===== config.mk =====
export PLATFORM = sky130hd
export DESIGN_NAME = step_list_manager_with_rewind
export DESIGN_NICKNAME = d
export VERILOG_FILES = /design/src/design/slm_pkg.sv /design/src/design/step_list_manager_with_rewind.sv /design/src/design/slm_ram.sv /design/src/design/slm_free_map.sv /design/src/design/slm_seq.sv
export SDC_FILE = /design/constraint.sdc
export NUM_CORES = 1
export LEC_CHECK = 0
export BUFFER_PORTS_ARGS = -buffer_cell sky130_fd_sc_hd__buf_2
export CAP_MARGIN = 10
export CORE_UTILIZATION = 45
export DETAILED_ROUTE_END_ITERATION = 8
export PLACE_DENSITY = 0.65
export SKIP_LAST_GASP = 1
export SYNTH_ARGS = -nofsm -noshare
export SYNTH_HDL_FRONTEND = slang
export SYNTH_SLANG_ARGS = --single-unit

===== constraint.sdc =====
create_clock -name clk -period 8.9 [get_ports clk]
set_input_delay 1.335 -clock clk [delete_from_list [all_inputs] [get_ports clk]]
set_output_delay 1.335 -clock clk [all_outputs]
set_load 0.02 [all_outputs]

===== src/design/slm_pkg.sv =====
package slm_pkg;

  // Default pool size of the step slots.
  localparam int unsigned POOL_SLOTS_DEF = 16;

  // Payload widths fixed by the request and result formats.
  localparam int unsigned REQ_W   = 3;
  localparam int unsigned WORD_W  = 32;
  localparam int unsigned CNT_O_W = 5;
  localparam int unsigned STAT_W  = 2;

  // Request codes; codes six and seven behave as a peek.
  typedef enum logic [REQ_W-1:0] {
    REQ_APPEND    = 3'd0,
    REQ_COMPLETE  = 3'd1,
    REQ_DROP_PEND = 3'd2,
    REQ_DROP_DONE = 3'd3,
    REQ_REWIND    = 3'd4,
    REQ_PEEK      = 3'd5
  } req_t;

  // Result status codes.
  typedef enum logic [STAT_W-1:0] {
    ST_OK      = 2'd0,
    ST_BADCODE = 2'd1,
    ST_FULL    = 2'd2,
    ST_EMPTY   = 2'd3
  } status_t;

  // Sequencer states.
  typedef enum logic [2:0] {
    S_IDLE,
    S_LINK,
    S_UNLINK,
    S_HEAD,
    S_OUT
  } state_t;

endpackage


===== src/design/step_list_manager_with_rewind.sv =====
// Step list manager with rewind.
// A pool of POOL_SLOTS slots holds steps (opcode and tag) as one ordered
// list: completed steps, then pending steps. Requests enter on the in_
// stream (append, complete next, drop pending, drop last done, rewind,
// peek); each gives exactly one result on the out_ stream with a status,
// the head pending opcode and tag (zero when none) and both counts.
// Links, opcodes and tags live in three single-port-read memories; the
// free map is a flop vector with a lowest-free-slot encoder.
// A request passes the link step, the unlink step (drop last done only,
// which needs a second dependent link read), the head step and the
// output step; the link read, the write-back and the step data read are
// done in sequence, and no new request is taken until its result is loaded.
// in_tready is high only while the sequencer is idle. A finished result
// waits in the output register; the next request is still taken, and its
// own result waits until the receiver takes the pending one.
// Reset empties the list, frees all slots and drops any unsent result;
// no clearing pass is needed.
module step_list_manager_with_rewind #(
  parameter int unsigned POOL_SLOTS = slm_pkg::POOL_SLOTS_DEF
) (
  input  logic        clk,
  input  logic        rst_n,
  input  logic        in_tvalid,
  output logic        in_tready,
  // [2:0] req_type, [34:3] step_code, [66:35] step_tag
  input  logic [71:0] in_tdata,
  output logic        out_tvalid,
  input  logic        out_tready,
  // [1:0] status, [33:2] head_code, [65:34] head_tag,
  // [70:66] pending_count, [75:71] done_count
  output logic [79:0] out_tdata
);

  localparam int unsigned SW = (POOL_SLOTS > 1) ? $clog2(POOL_SLOTS) : 1;
  localparam int unsigned WW = slm_pkg::WORD_W;

  logic [slm_pkg::STAT_W-1:0]  status;
  logic [WW-1:0]               head_code, head_tag;
  logic [slm_pkg::CNT_O_W-1:0] pending_count, done_count;

  logic          nl_wr_en, pl_wr_en, dm_wr_en, dm_rd_en;
  logic [SW-1:0] nl_wr_addr, nl_wr_data, nl_rd_addr, nl_rd_data;
  logic [SW-1:0] pl_wr_addr, pl_wr_data, pl_rd_addr, pl_rd_data;
  logic [SW-1:0] dm_wr_addr, dm_rd_addr;
  logic [2*WW-1:0] dm_wr_data, dm_rd_data;
  logic          alloc_en, release_en, free_found;
  logic [SW-1:0] release_slot, free_low;

  // Sequencer holding list pointers, counts and the result register.
  slm_seq #(.POOL_SLOTS(POOL_SLOTS)) u_seq (
    .clk          (clk),
    .rst_n        (rst_n),
    .in_valid     (in_tvalid),
    .in_ready     (in_tready),
    .in_req       (in_tdata[2:0]),
    .in_code      (in_tdata[34:3]),
    .in_tag       (in_tdata[66:35]),
    .out_valid    (out_tvalid),
    .out_ready    (out_tready),
    .out_status   (status),
    .out_code     (head_code),
    .out_tag      (head_tag),
    .out_pend     (pending_count),
    .out_done     (done_count),
    .nl_wr_en     (nl_wr_en),
    .nl_wr_addr   (nl_wr_addr),
    .nl_wr_data   (nl_wr_data),
    .nl_rd_addr   (nl_rd_addr),
    .nl_rd_data   (nl_rd_data),
    .pl_wr_en     (pl_wr_en),
    .pl_wr_addr   (pl_wr_addr),
    .pl_wr_data   (pl_wr_data),
    .pl_rd_addr   (pl_rd_addr),
    .pl_rd_data   (pl_rd_data),
    .dm_wr_en     (dm_wr_en),
    .dm_wr_addr   (dm_wr_addr),
    .dm_wr_data   (dm_wr_data),
    .dm_rd_en     (dm_rd_en),
    .dm_rd_addr   (dm_rd_addr),
    .dm_rd_data   (dm_rd_data),
    .alloc_en     (alloc_en),
    .release_en   (release_en),
    .release_slot (release_slot),
    .free_found   (free_found),
    .free_low     (free_low)
  );

  // Forward links.
  slm_ram #(.DEPTH(POOL_SLOTS), .WIDTH(SW)) u_next_ram (
    .clk     (clk),
    .wr_en   (nl_wr_en),
    .wr_addr (nl_wr_addr),
    .wr_data (nl_wr_data),
    .rd_en   (1'b1),
    .rd_addr (nl_rd_addr),
    .rd_data (nl_rd_data)
  );

  // Backward links.
  slm_ram #(.DEPTH(POOL_SLOTS), .WIDTH(SW)) u_prev_ram (
    .clk     (clk),
    .wr_en   (pl_wr_en),
    .wr_addr (pl_wr_addr),
    .wr_data (pl_wr_data),
    .rd_en   (1'b1),
    .rd_addr (pl_rd_addr),
    .rd_data (pl_rd_data)
  );

  // Opcodes and tags.
  slm_ram #(.DEPTH(POOL_SLOTS), .WIDTH(2 * WW)) u_step_ram (
    .clk     (clk),
    .wr_en   (dm_wr_en),
    .wr_addr (dm_wr_addr),
    .wr_data (dm_wr_data),
    .rd_en   (dm_rd_en),
    .rd_addr (dm_rd_addr),
    .rd_data (dm_rd_data)
  );

  // Slot allocation.
  slm_free_map #(.POOL_SLOTS(POOL_SLOTS)) u_free (
    .clk          (clk),
    .rst_n        (rst_n),
    .alloc_en     (alloc_en),
    .release_en   (release_en),
    .release_slot (release_slot),
    .found        (free_found),
    .low_slot     (free_low)
  );

  // Result packing.
  assign out_tdata = {4'b0, done_count, pending_count, head_tag, head_code, status};

endmodule


===== src/design/slm_ram.sv =====
module slm_ram #(
  parameter int unsigned DEPTH = slm_pkg::POOL_SLOTS_DEF,
  parameter int unsigned WIDTH = 4,
  localparam int unsigned AW   = (DEPTH > 1) ? $clog2(DEPTH) : 1
) (
  input  logic             clk,
  input  logic             wr_en,
  input  logic [AW-1:0]    wr_addr,
  input  logic [WIDTH-1:0] wr_data,
  input  logic             rd_en,
  input  logic [AW-1:0]    rd_addr,
  output logic [WIDTH-1:0] rd_data
);

  logic [WIDTH-1:0] mem [DEPTH];

  // One write port.
  always_ff @(posedge clk) begin
    if (wr_en) begin
      mem[wr_addr] <= wr_data;
    end
  end

  // One read port with registered data.
  always_ff @(posedge clk) begin
    if (rd_en) begin
      rd_data <= mem[rd_addr];
    end
  end

endmodule


===== src/design/slm_free_map.sv =====
module slm_free_map #(
  parameter int unsigned POOL_SLOTS = slm_pkg::POOL_SLOTS_DEF,
  localparam int unsigned SW        = (POOL_SLOTS > 1) ? $clog2(POOL_SLOTS) : 1
) (
  input  logic          clk,
  input  logic          rst_n,
  input  logic          alloc_en,
  input  logic          release_en,
  input  logic [SW-1:0] release_slot,
  output logic          found,
  output logic [SW-1:0] low_slot
);

  logic [POOL_SLOTS-1:0] free_r;

  // Lowest free slot: scan from the top so the lowest hit wins.
  always_comb begin
    found    = 1'b0;
    low_slot = '0;
    for (int i = POOL_SLOTS - 1; i >= 0; i--) begin
      if (free_r[i]) begin
        found    = 1'b1;
        low_slot = SW'(i);
      end
    end
  end

  // All slots are free after reset; allocation and release never coincide.
  always_ff @(posedge clk) begin
    if (!rst_n) begin
      free_r <= '1;
    end else begin
      if (alloc_en) begin
        free_r[low_slot] <= 1'b0;
      end
      if (release_en) begin
        free_r[release_slot] <= 1'b1;
      end
    end
  end

endmodule


===== src/design/slm_seq.sv =====
module slm_seq #(
  parameter int unsigned POOL_SLOTS = slm_pkg::POOL_SLOTS_DEF,
  localparam int unsigned SW        = (POOL_SLOTS > 1) ? $clog2(POOL_SLOTS) : 1,
  localparam int unsigned CW        = $clog2(POOL_SLOTS + 1)
) (
  input  logic                           clk,
  input  logic                           rst_n,
  // Request side
  input  logic                           in_valid,
  output logic                           in_ready,
  input  logic [slm_pkg::REQ_W-1:0]      in_req,
  input  logic [slm_pkg::WORD_W-1:0]     in_code,
  input  logic [slm_pkg::WORD_W-1:0]     in_tag,
  // Result side
  output logic                           out_valid,
  input  logic                           out_ready,
  output logic [slm_pkg::STAT_W-1:0]     out_status,
  output logic [slm_pkg::WORD_W-1:0]     out_code,
  output logic [slm_pkg::WORD_W-1:0]     out_tag,
  output logic [slm_pkg::CNT_O_W-1:0]    out_pend,
  output logic [slm_pkg::CNT_O_W-1:0]    out_done,
  // Next-link memory
  output logic                           nl_wr_en,
  output logic [SW-1:0]                  nl_wr_addr,
  output logic [SW-1:0]                  nl_wr_data,
  output logic [SW-1:0]                  nl_rd_addr,
  input  logic [SW-1:0]                  nl_rd_data,
  // Prev-link memory
  output logic                           pl_wr_en,
  output logic [SW-1:0]                  pl_wr_addr,
  output logic [SW-1:0]                  pl_wr_data,
  output logic [SW-1:0]                  pl_rd_addr,
  input  logic [SW-1:0]                  pl_rd_data,
  // Step data memory: opcode in the upper word, tag in the lower word
  output logic                           dm_wr_en,
  output logic [SW-1:0]                  dm_wr_addr,
  output logic [2*slm_pkg::WORD_W-1:0]   dm_wr_data,
  output logic                           dm_rd_en,
  output logic [SW-1:0]                  dm_rd_addr,
  input  logic [2*slm_pkg::WORD_W-1:0]   dm_rd_data,
  // Free map
  output logic                           alloc_en,
  output logic                           release_en,
  output logic [SW-1:0]                  release_slot,
  input  logic                           free_found,
  input  logic [SW-1:0]                  free_low
);

  localparam int unsigned WW = slm_pkg::WORD_W;
  localparam int unsigned OW = slm_pkg::CNT_O_W;

  slm_pkg::state_t  state_r, state_nxt;
  slm_pkg::req_t    req_r;
  logic [WW-1:0]    code_r, tag_r;
  logic [SW-1:0]    first_r, first_nxt;
  logic [SW-1:0]    bound_r, bound_nxt;
  logic [SW-1:0]    last_r, last_nxt;
  logic [SW-1:0]    victim_r, victim_nxt;
  logic [CW-1:0]    pend_r, pend_nxt;
  logic [CW-1:0]    done_r, done_nxt;
  slm_pkg::status_t status_r, status_nxt;
  logic             out_valid_r, out_valid_nxt;
  logic             out_load;
  logic [OW+CW-1:0] pend_ext, done_ext;
  logic [SW-1:0]    dd_slot;
  logic             has_prev, has_next;

  // Newest done step: just ahead of the head pending step, else the tail.
  assign dd_slot = (pend_r != '0) ? pl_rd_data : last_r;

  assign in_ready = (state_r == slm_pkg::S_IDLE);
  assign out_load = (state_r == slm_pkg::S_OUT) && (!out_valid_r || out_ready);

  // Next state.
  always_comb begin
    state_nxt = state_r;
    unique case (state_r)
      slm_pkg::S_IDLE: begin
        if (in_valid) begin
          state_nxt = slm_pkg::S_LINK;
        end
      end
      slm_pkg::S_LINK: begin
        if ((req_r == slm_pkg::REQ_DROP_DONE) && (done_r != '0)) begin
          state_nxt = slm_pkg::S_UNLINK;
        end else begin
          state_nxt = slm_pkg::S_HEAD;
        end
      end
      slm_pkg::S_UNLINK: state_nxt = slm_pkg::S_HEAD;
      slm_pkg::S_HEAD:   state_nxt = slm_pkg::S_OUT;
      slm_pkg::S_OUT: begin
        if (out_load) begin
          state_nxt = slm_pkg::S_IDLE;
        end
      end
      default: state_nxt = slm_pkg::S_IDLE;
    endcase
  end

  // List update, memory accesses and free map commands.
  always_comb begin
    first_nxt    = first_r;
    bound_nxt    = bound_r;
    last_nxt     = last_r;
    victim_nxt   = victim_r;
    pend_nxt     = pend_r;
    done_nxt     = done_r;
    status_nxt   = status_r;
    nl_wr_en     = 1'b0;
    nl_wr_addr   = '0;
    nl_wr_data   = '0;
    pl_wr_en     = 1'b0;
    pl_wr_addr   = '0;
    pl_wr_data   = '0;
    dm_wr_en     = 1'b0;
    dm_wr_addr   = free_low;
    dm_wr_data   = {code_r, tag_r};
    dm_rd_en     = 1'b0;
    dm_rd_addr   = bound_r;
    alloc_en     = 1'b0;
    release_en   = 1'b0;
    release_slot = bound_r;
    nl_rd_addr   = bound_r;
    pl_rd_addr   = bound_r;
    has_prev     = 1'b0;
    has_next     = 1'b0;
    unique case (state_r)
      slm_pkg::S_LINK: begin
        // Link data of the head pending step is on the read ports here.
        status_nxt = slm_pkg::ST_OK;
        nl_rd_addr = dd_slot;
        pl_rd_addr = dd_slot;
        case (req_r)
          slm_pkg::REQ_APPEND: begin
            if (code_r == '0) begin
              status_nxt = slm_pkg::ST_BADCODE;
            end else if (!free_found) begin
              status_nxt = slm_pkg::ST_FULL;
            end else begin
              alloc_en = 1'b1;
              dm_wr_en = 1'b1;
              if ((pend_r == '0) && (done_r == '0)) begin
                first_nxt = free_low;
              end else begin
                nl_wr_en   = 1'b1;
                nl_wr_addr = last_r;
                nl_wr_data = free_low;
                pl_wr_en   = 1'b1;
                pl_wr_addr = free_low;
                pl_wr_data = last_r;
              end
              last_nxt = free_low;
              if (pend_r == '0) begin
                bound_nxt = free_low;
              end
              pend_nxt = pend_r + CW'(1);
            end
          end
          slm_pkg::REQ_COMPLETE: begin
            if (pend_r == '0) begin
              status_nxt = slm_pkg::ST_EMPTY;
            end else begin
              pend_nxt = pend_r - CW'(1);
              done_nxt = done_r + CW'(1);
              if (pend_r > CW'(1)) begin
                bound_nxt = nl_rd_data;
              end
            end
          end
          slm_pkg::REQ_DROP_PEND: begin
            if (pend_r == '0) begin
              status_nxt = slm_pkg::ST_EMPTY;
            end else begin
              has_prev = (done_r != '0);
              has_next = (pend_r > CW'(1));
              if (has_next) begin
                bound_nxt = nl_rd_data;
              end
              if (has_prev && has_next) begin
                nl_wr_en   = 1'b1;
                nl_wr_addr = pl_rd_data;
                nl_wr_data = nl_rd_data;
                pl_wr_en   = 1'b1;
                pl_wr_addr = nl_rd_data;
                pl_wr_data = pl_rd_data;
              end else if (has_prev) begin
                last_nxt = pl_rd_data;
              end else if (has_next) begin
                first_nxt = nl_rd_data;
              end
              release_en   = 1'b1;
              release_slot = bound_r;
              pend_nxt     = pend_r - CW'(1);
            end
          end
          slm_pkg::REQ_DROP_DONE: begin
            // Links of the victim are read now and used in the unlink step.
            if (done_r == '0) begin
              status_nxt = slm_pkg::ST_EMPTY;
            end else begin
              victim_nxt = dd_slot;
            end
          end
          slm_pkg::REQ_REWIND: begin
            if (done_r != '0) begin
              pend_nxt  = pend_r + done_r;
              done_nxt  = '0;
              bound_nxt = first_r;
            end
          end
          default: begin
            status_nxt = (pend_r == '0) ? slm_pkg::ST_EMPTY : slm_pkg::ST_OK;
          end
        endcase
      end
      slm_pkg::S_UNLINK: begin
        // Remove the newest done step using its own links.
        has_prev = (done_r > CW'(1));
        has_next = (pend_r != '0);
        if (has_prev && has_next) begin
          nl_wr_en   = 1'b1;
          nl_wr_addr = pl_rd_data;
          nl_wr_data = nl_rd_data;
          pl_wr_en   = 1'b1;
          pl_wr_addr = nl_rd_data;
          pl_wr_data = pl_rd_data;
        end else if (has_prev) begin
          last_nxt = pl_rd_data;
        end else if (has_next) begin
          first_nxt = nl_rd_data;
        end
        release_en   = 1'b1;
        release_slot = victim_r;
        done_nxt     = done_r - CW'(1);
      end
      slm_pkg::S_HEAD: begin
        dm_rd_en = 1'b1;
      end
      default: begin
      end
    endcase
  end

  // The output register is freed by the receiver or refilled by a new result.
  always_comb begin
    out_valid_nxt = out_valid_r;
    if (out_load) begin
      out_valid_nxt = 1'b1;
    end else if (out_ready) begin
      out_valid_nxt = 1'b0;
    end
  end

  // Control state.
  always_ff @(posedge clk) begin
    if (!rst_n) begin
      state_r     <= slm_pkg::S_IDLE;
      first_r     <= '0;
      bound_r     <= '0;
      last_r      <= '0;
      pend_r      <= '0;
      done_r      <= '0;
      out_valid_r <= 1'b0;
    end else begin
      state_r     <= state_nxt;
      first_r     <= first_nxt;
      bound_r     <= bound_nxt;
      last_r      <= last_nxt;
      pend_r      <= pend_nxt;
      done_r      <= done_nxt;
      out_valid_r <= out_valid_nxt;
    end
  end

  // Request and result payload.
  assign pend_ext = {{OW{1'b0}}, pend_r};
  assign done_ext = {{OW{1'b0}}, done_r};

  always_ff @(posedge clk) begin
    if (in_valid && in_ready) begin
      req_r  <= slm_pkg::req_t'(in_req);
      code_r <= in_code;
      tag_r  <= in_tag;
    end
    victim_r <= victim_nxt;
    status_r <= status_nxt;
    if (out_load) begin
      out_status <= status_r;
      out_code   <= (pend_r != '0) ? dm_rd_data[2*WW-1:WW] : '0;
      out_tag    <= (pend_r != '0) ? dm_rd_data[WW-1:0] : '0;
      out_pend   <= pend_ext[OW-1:0];
      out_done   <= done_ext[OW-1:0];
    end
  end

  assign out_valid = out_valid_r;

endmodule


==> flow_summary.yaml, run 1 <==
cts:
  clockRootBuffer: "clkbuf_16"
  path_clk_slew_ns: 0.06
  clockBufferDepth: 3
  post_cts_resized: 0
  htreeDepth: 4
  holdBufCountCts: 0
  numCtsBuffers: 142
  clock_sinks: 1415
  cts_tree: "yes"
  post_cts_buffers: 0
  insertion_delay_ns: 0.76
power_and_ir_drop:
  seqPwrFrac: 0.542
  power.net_switching_w: 0.003269
  p_sw_frac: 0.2270
  p_int_w: 0.01113
  power.density_nw_per_um2: 235.3
  ir_drop_uv: 158.0
  leakage_nw: 19.00
  p_comb_frac: 0.059
  power_frac_clock: 0.399
timing:
  finalCritPeriodShare: 0.5158
  whs_ns: 0.4755
  fmax_mhz: 217.8
  tightestPinTransition_ns: 1.205
  slew_headroom: 0.1963
  setup_ws_ns: 4.309
  hold_viol: 0
  period_needed_ns: 4.591
  final-setup-viol-count: 0
  fin_skew_ns: 0.04536
  maxSlewViolCount: 0
  rsz0062_at_grt: "false"
  fin_setup_tns_ns: 0
synth:
  muxShareOfSynthArea: 0.1414
  synth_edf_count: 1365
  synthArstFlopShare: 0
  syn_avg_cell_area_um2: 21.27
  yosysUniqueCellTypes: 74
  synth_xor_area_frac: 0.0008117
  synth_compound_area_frac: 0.02602
  synth_warnings: 0
  ys_ff_latch: 1415
  synth-main-ff-cell: "edfxtp_1"
  synth_cells: 2537
  syn_area_um2: 53950
  synthAdderAreaFrac: 0.002458
  seq_area_frac_synth: 0.7783
  synth_top_family_by_area: "multiplexers"
  synth-simple-area-share: 0.03819
place:
  place_congestion: 0.8508
  placedCellCount: 4214
  portBuffers: 148
  pre_cts_ws_ns: 4.249
  dp_hpwl_um: 62950
setup_path:
  crit_slowest_cell: "nor4_1"
  start_kind: "flip-flop"
  crit_path_frequent_cell: "buf_4"
  cp_cell_sequence: "nor4_1, nand4_1, o211ai_1, buf_4, nor2_1, nand3_1, nor2_4, buf_4"
  cp-end-kind: "flip-flop"
  crit_type: "flip-flop to flip-flop"
  required_ns: 9.26
  cpPeakStageDelay_ns: 0.80
  worstPathArrival_ns: 4.95
  path_max_fanout: 48
grt:
  grt_usage: 0.1983
  grt_pass1_wl_um: 174900
  grt_pass1_vias: 26390
  antenna_found_initial: 7
  overflow: 0
  grt_max_degree: 71
detailed_routing:
  drt_pass1_iterations: 6
  wl_per_cell_um: 26.58
  drcViolationCount: 0
  drt_iter0_markers: 2754
  drt.antenna.violating_nets: 0
  routed_wl_um: 119000
  vias: 25880
  via_per_inst: 5.782
cells_and_area:
  syn2layout_area_growth_pct: 13.44
  layoutNonFillerInstCount: 4476
  drive_gt1_frac: 0.2684
  fin_util: 0.5170
  final_nets: 2845
floorplan:
  die_w_um: 348.3
  core_area_um2: 118400
  die-area_um2: 121300
  start_util: 0.4557
  die_h_um: 348.3
  rows: 126
  top_level_ports: 158
status:
  status: "complete, no violations"
min_path:
  min_path_type: "flip-flop to flip-flop"
flow_run:
  maxCapViolCount: 0
## final cells by class
class | instances | area (µm²)
tap | 1600 | 2002
multi-input combinational | 971 | 11410
clock buffer | 183 | 3769
inverter | 28 | 110.1
antenna | 3 | 7.507
timing repair buffer | 201 | 1146
clock inverter | 75 | 755.7
fill | 9150 | 57190
sequential | 1415 | 42010
## per-stage QoR
step / power (W) / cell area [µm²]
4_1_cts: 0.01451 / 61180
6_report: 0.01440 / 61210
3_5_place_dp: 0.008788 / 56660
5_1_grt: 0.01486 / 61200
2_1_floorplan: 0.008446 / 53970
3_3_place_gp: 0.008745 / 56660
## routing by layer
| metal | up-vias | track usage | wire (µm) |
|---|---|---|---|
| met2 | 982 | 0.3199 | 58510 |
| met3 | 198 | 0.04072 | 8325 |
| met4 | 8 | 0.05817 | 2638 |
| met5 | - | 0 | 55 |
| met1 | 13700 | 0.2741 | 49440 |
| li1 | 10990 | - | - |
## flip-flops by register name, summed over array words and instances, names as in the netlist, 5 cells and up
name and count:
u_step_ram.rd_data 64, u_step_ram.mem 1024, u_seq.code_r 32, u_seq.pend_r 5, u_seq.done_r 5, u_seq.out_done 5, u_seq.out_tag 32, u_seq.out_code 32
u_seq.out_pend 5, u_prev_ram.mem 64, u_next_ram.mem 64, u_seq.tag_r 32, u_free.free_r 16
## cell usage after synthesis (10+ instances only)
| cell | number | area share |
|---|---|---|
| nand3_1 | 18 | 0.0017 |
| nor3_1 | 21 | 0.0019 |
| mux2i_1 | 33 | 0.0061 |
| mux4_2 | 320 | 0.13 |
| nor4_1 | 16 | 0.0019 |
| a32oi_1 | 34 | 0.0055 |
| clkbuf_1 | 72 | 0.0050 |
| o21ai_0 | 11 | 0.0010 |
| buf_1 | 12 | 0.00083 |
| nand2_1 | 122 | 0.0085 |
| o211ai_1 | 14 | 0.0019 |
| buf_2 | 27 | 0.0025 |
| o21ai_1 | 25 | 0.0023 |
| buf_4 | 10 | 0.0014 |
| a21oi_1 | 39 | 0.0036 |
| and2_1 | 73 | 0.0085 |
| dfxtp_1 | 50 | 0.019 |
| nor2_1 | 79 | 0.0055 |
| inv_1 | 24 | 0.0017 |
| edfxtp_1 | 1365 | 0.76 |
## power groups by stage
| stage | logic (W) | clock network (W) | registers [W] |
|---|---|---|---|
| finish | 0.000850 | 0.00575 | 0.00780 |
| global route | 0.000921 | 0.00611 | 0.00783 |
| CTS | 0.000853 | 0.00585 | 0.00780 |
| detailed placement | 0.000848 | 0 | 0.00794 |
| global placement | 0.000830 | 0 | 0.00792 |
| floorplan | 0.000611 | 0 | 0.00784 |
## cell families after synthesis
logic type                 after synthesis
DFF                                   1415
AOI/OAI and AO/OA                      199
adders and majority gates               10
other                                    1
and+or+nand+nor                        396
muxes                                  357
buffers and inverters                  154
xor gates and xnor gates                 5
## layout by cell type, fill, tap and decap left out, types with 12 or more instances in the layout
| master | count |
|---|---|
| edfxtp_1 | 1365 |
| mux4_2 | 320 |
| buf_2 | 148 |
| clkbuf_16 | 143 |
| nand2_1 | 122 |
| and2_1 | 72 |
| nor2_1 | 71 |
| buf_4 | 52 |
| dfxtp_1 | 46 |
| a21oi_1 | 39 |
| clkbuf_1 | 36 |
| a32oi_1 | 34 |
| mux2i_1 | 33 |
| o21ai_1 | 25 |
| clkinv_1 | 25 |
| inv_1 | 24 |
| clkinv_2 | 20 |
| nand3_1 | 18 |
| nor3_1 | 17 |
| o211ai_1 | 14 |
| nor4_1 | 12 |
## critical path: cells and delay by family (launching register included)
kind	cells	cell delay, ns
simple gates	5	2.32
buf+inv	2	0.80
compound gates	1	0.40
flops	1	0.61
## final timing paths
kind	end	cells after the start	slack, ns	from
max	u_step_ram.mem[14][37]$_DFFE_PP_	8	4.31	u_seq.code_r[1]$_DFFE_PP_
min	u_seq.out_status[0]$_DFFE_PP_	0	0.48	u_seq.status_r[0]$_DFFE_PP_
max reg2reg	u_step_ram.mem[14][37]$_DFFE_PP_	8	4.31	u_seq.code_r[1]$_DFFE_PP_
min reg2reg	u_seq.out_status[0]$_DFFE_PP_	0	0.48	u_seq.status_r[0]$_DFFE_PP_
Power figures use the tool's default switching activity.
==> run 2: changes to the inputs <==
PLACE_DENSITY = 0.63   (was 0.65)
clock period = 4.65 ns   (was 8.9 ns; I/O delays follow)
==> run 2 against run 1 <==
Global-route usage up 0.42 points. Clock skew up 0.0094 ns. Register-to-register slack worse by 3.6 ns. Sequential share of layout area fell by 0.63 points.
==> flow_summary.yaml, run 2 (synthesis gave the netlist of run 1 again) <==
status:
  status: "complete, no violations"
detailed_routing:
  drt_iter0_markers: 2622
  drcViolationCount: 0
  via_per_inst: 5.786
  routed_wl_um: 121500
  wl_per_cell_um: 27.07
  vias: 25970
  drt_pass1_iterations: 5
  drt.antenna.violating_nets: 0
setup_path:
  cpPeakStageDelay_ns: 0.98
  cp_cell_sequence: "nor4_1, buf_4, nand4_1, buf_4, o211ai_1, nor2_1, nand3_1, nor2_4, buf_4"
  rr_startpoint: "u_seq.code_r[2]$_DFFE_PP_"
  required_ns: 5.07
  crit_path_frequent_cell: "buf_4"
  reg2reg_slack_ns: 0.70
  cp-end-kind: "flip-flop"
  worstPathArrival_ns: 4.38
  crit_slowest_cell: "nor2_4"
  r2r_end: "u_step_ram.mem[12][53]$_DFFE_PP_"
  critPathLaunch: "u_seq.code_r[2]$_DFFE_PP_"
  crit_end: "u_step_ram.mem[12][53]$_DFFE_PP_"
  path_max_fanout: 20
  start_kind: "flip-flop"
  rr_worst_depth: 9
  crit_type: "flip-flop to flip-flop"
timing:
  final-setup-viol-count: 0
  tightestPinTransition_ns: 1.207
  period_needed_ns: 3.955
  fmax_mhz: 252.9
  finalCritPeriodShare: 0.8505
  setup_ws_ns: 0.6951
  hold_viol: 0
  slew_headroom: 0.1953
  maxSlewViolCount: 0
  rsz0062_at_grt: "false"
  fin_skew_ns: 0.05476
cts:
  post_cts_resized: 0
  htreeDepth: 4
  clock_sinks: 1415
  numCtsBuffers: 146
  insertion_delay_ns: 0.77
  post_cts_buffers: 0
  clockRootBuffer: "clkbuf_16"
  clockBufferDepth: 3
  holdBufCountCts: 0
  cts_tree: "yes"
  path_clk_slew_ns: 0.06
grt:
  grt_pass1_vias: 26650
  grt_pass1_wl_um: 178100
  grt_max_degree: 70
  overflow: 0
  grt_usage: 0.2026
  antenna_found_initial: 3
place:
  portBuffers: 148
  dp_hpwl_um: 63390
  pre_cts_ws_ns: 0.6130
  place_congestion: 0.8501
cells_and_area:
  syn2layout_area_growth_pct: 14.49
  layout_common_cells: "edfxtp_1, mux4_2, clkbuf_16, buf_2, nand2_1"
  regMostFlops: "u_step_ram.mem"
  final_common_cell: "edfxtp_1"
  largest_reg_flops: 1024
  final_nets: 2857
  fill_cells: 9119
  fin_util: 0.5217
  drive_gt1_frac: 0.2709
floorplan:
  die_w_um: 348.3
  start_util: 0.4557
  core_area_um2: 118400
  die-area_um2: 121300
  top_level_ports: 158
  rows: 126
  die_h_um: 348.3
flow_run:
  maxCapViolCount: 0
power_and_ir_drop:
  leakage_nw: 19.17
  ir_drop_uv: 426.2
  power.density_nw_per_um2: 450.9
min_path:
  min_path_type: "primary input to flip-flop"
[run 2: per-layer routing]
metal  routed length [µm]  share of wire  GRT usage
met5                   17        0.00014          0
met4                 2230          0.018    0.05448
met3                 7399          0.061    0.03384
met2                60270           0.50     0.3317
met1                51590           0.42     0.2829
[run 2: power breakdown]
part           internal (W)  switching (W)
Sequential           0.0145       0.000485
Combinational      0.000617        0.00101
Clock               0.00651        0.00478
Total                0.0216        0.00627
[run 2: final cells by class]
cell class | count | area [µm²] | area share
antenna | 1 | 2.502 | 0.00004051
clock buffer | 193 | 3902 | 0.06317
clock inverter | 71 | 763.2 | 0.01236
inverter | 28 | 110.1 | 0.001782
multi-input combinational | 971 | 11450 | 0.1853
sequential | 1415 | 42010 | 0.6800
tap | 1600 | 2002 | 0.03241
timing repair buffer | 209 | 1540 | 0.02493
[run 2: worst min path at each step]
stage                                 from                       endpoint  slack, ns  depth (start not counted)
3_5_place_dp   u_seq.status_r[1]$_DFFE_PP_  u_seq.out_status[1]$_DFFE_PP_       0.44                          0
4_1_cts                       in_tdata[63]      u_seq.tag_r[28]$_DFFE_PP_       0.06                          1
2_1_floorplan  u_seq.status_r[0]$_DFFE_PP_  u_seq.out_status[0]$_DFFE_PP_       0.40                          0
3_3_place_gp   u_seq.status_r[0]$_DFFE_PP_  u_seq.out_status[0]$_DFFE_PP_       0.46                          0
6_report                      in_tdata[57]      u_seq.tag_r[22]$_DFFE_PP_       0.10                          1
5_1_grt                       in_tdata[57]      u_seq.tag_r[22]$_DFFE_PP_       0.07                          1
[run 2: per-stage QoR]
stage | setup TNS (ns) | total power (W) | hold slack (ns) | std cells | instance area (µm²)
floorplan | -746.28 | 0.01617 | 0.4003 | 2540 | 54010
global placement | 0 | 0.01677 | 0.4568 | 4222 | 57090
detailed placement | 0 | 0.01683 | 0.4436 | 4222 | 57090
CTS | 0 | 0.02807 | 0.05876 | 4486 | 61760
global route | 0 | 0.02872 | 0.07191 | 4487 | 61770
finish | 0 | 0.02785 | 0.1047 | 4488 | 61770
[run 2: critical path: cells and delay by family (launching register included)]
family	cells	cell delay [ns]
buf+inv	3	0.81
flops	1	0.66
compound gates	1	0.13
simple gates	5	1.99
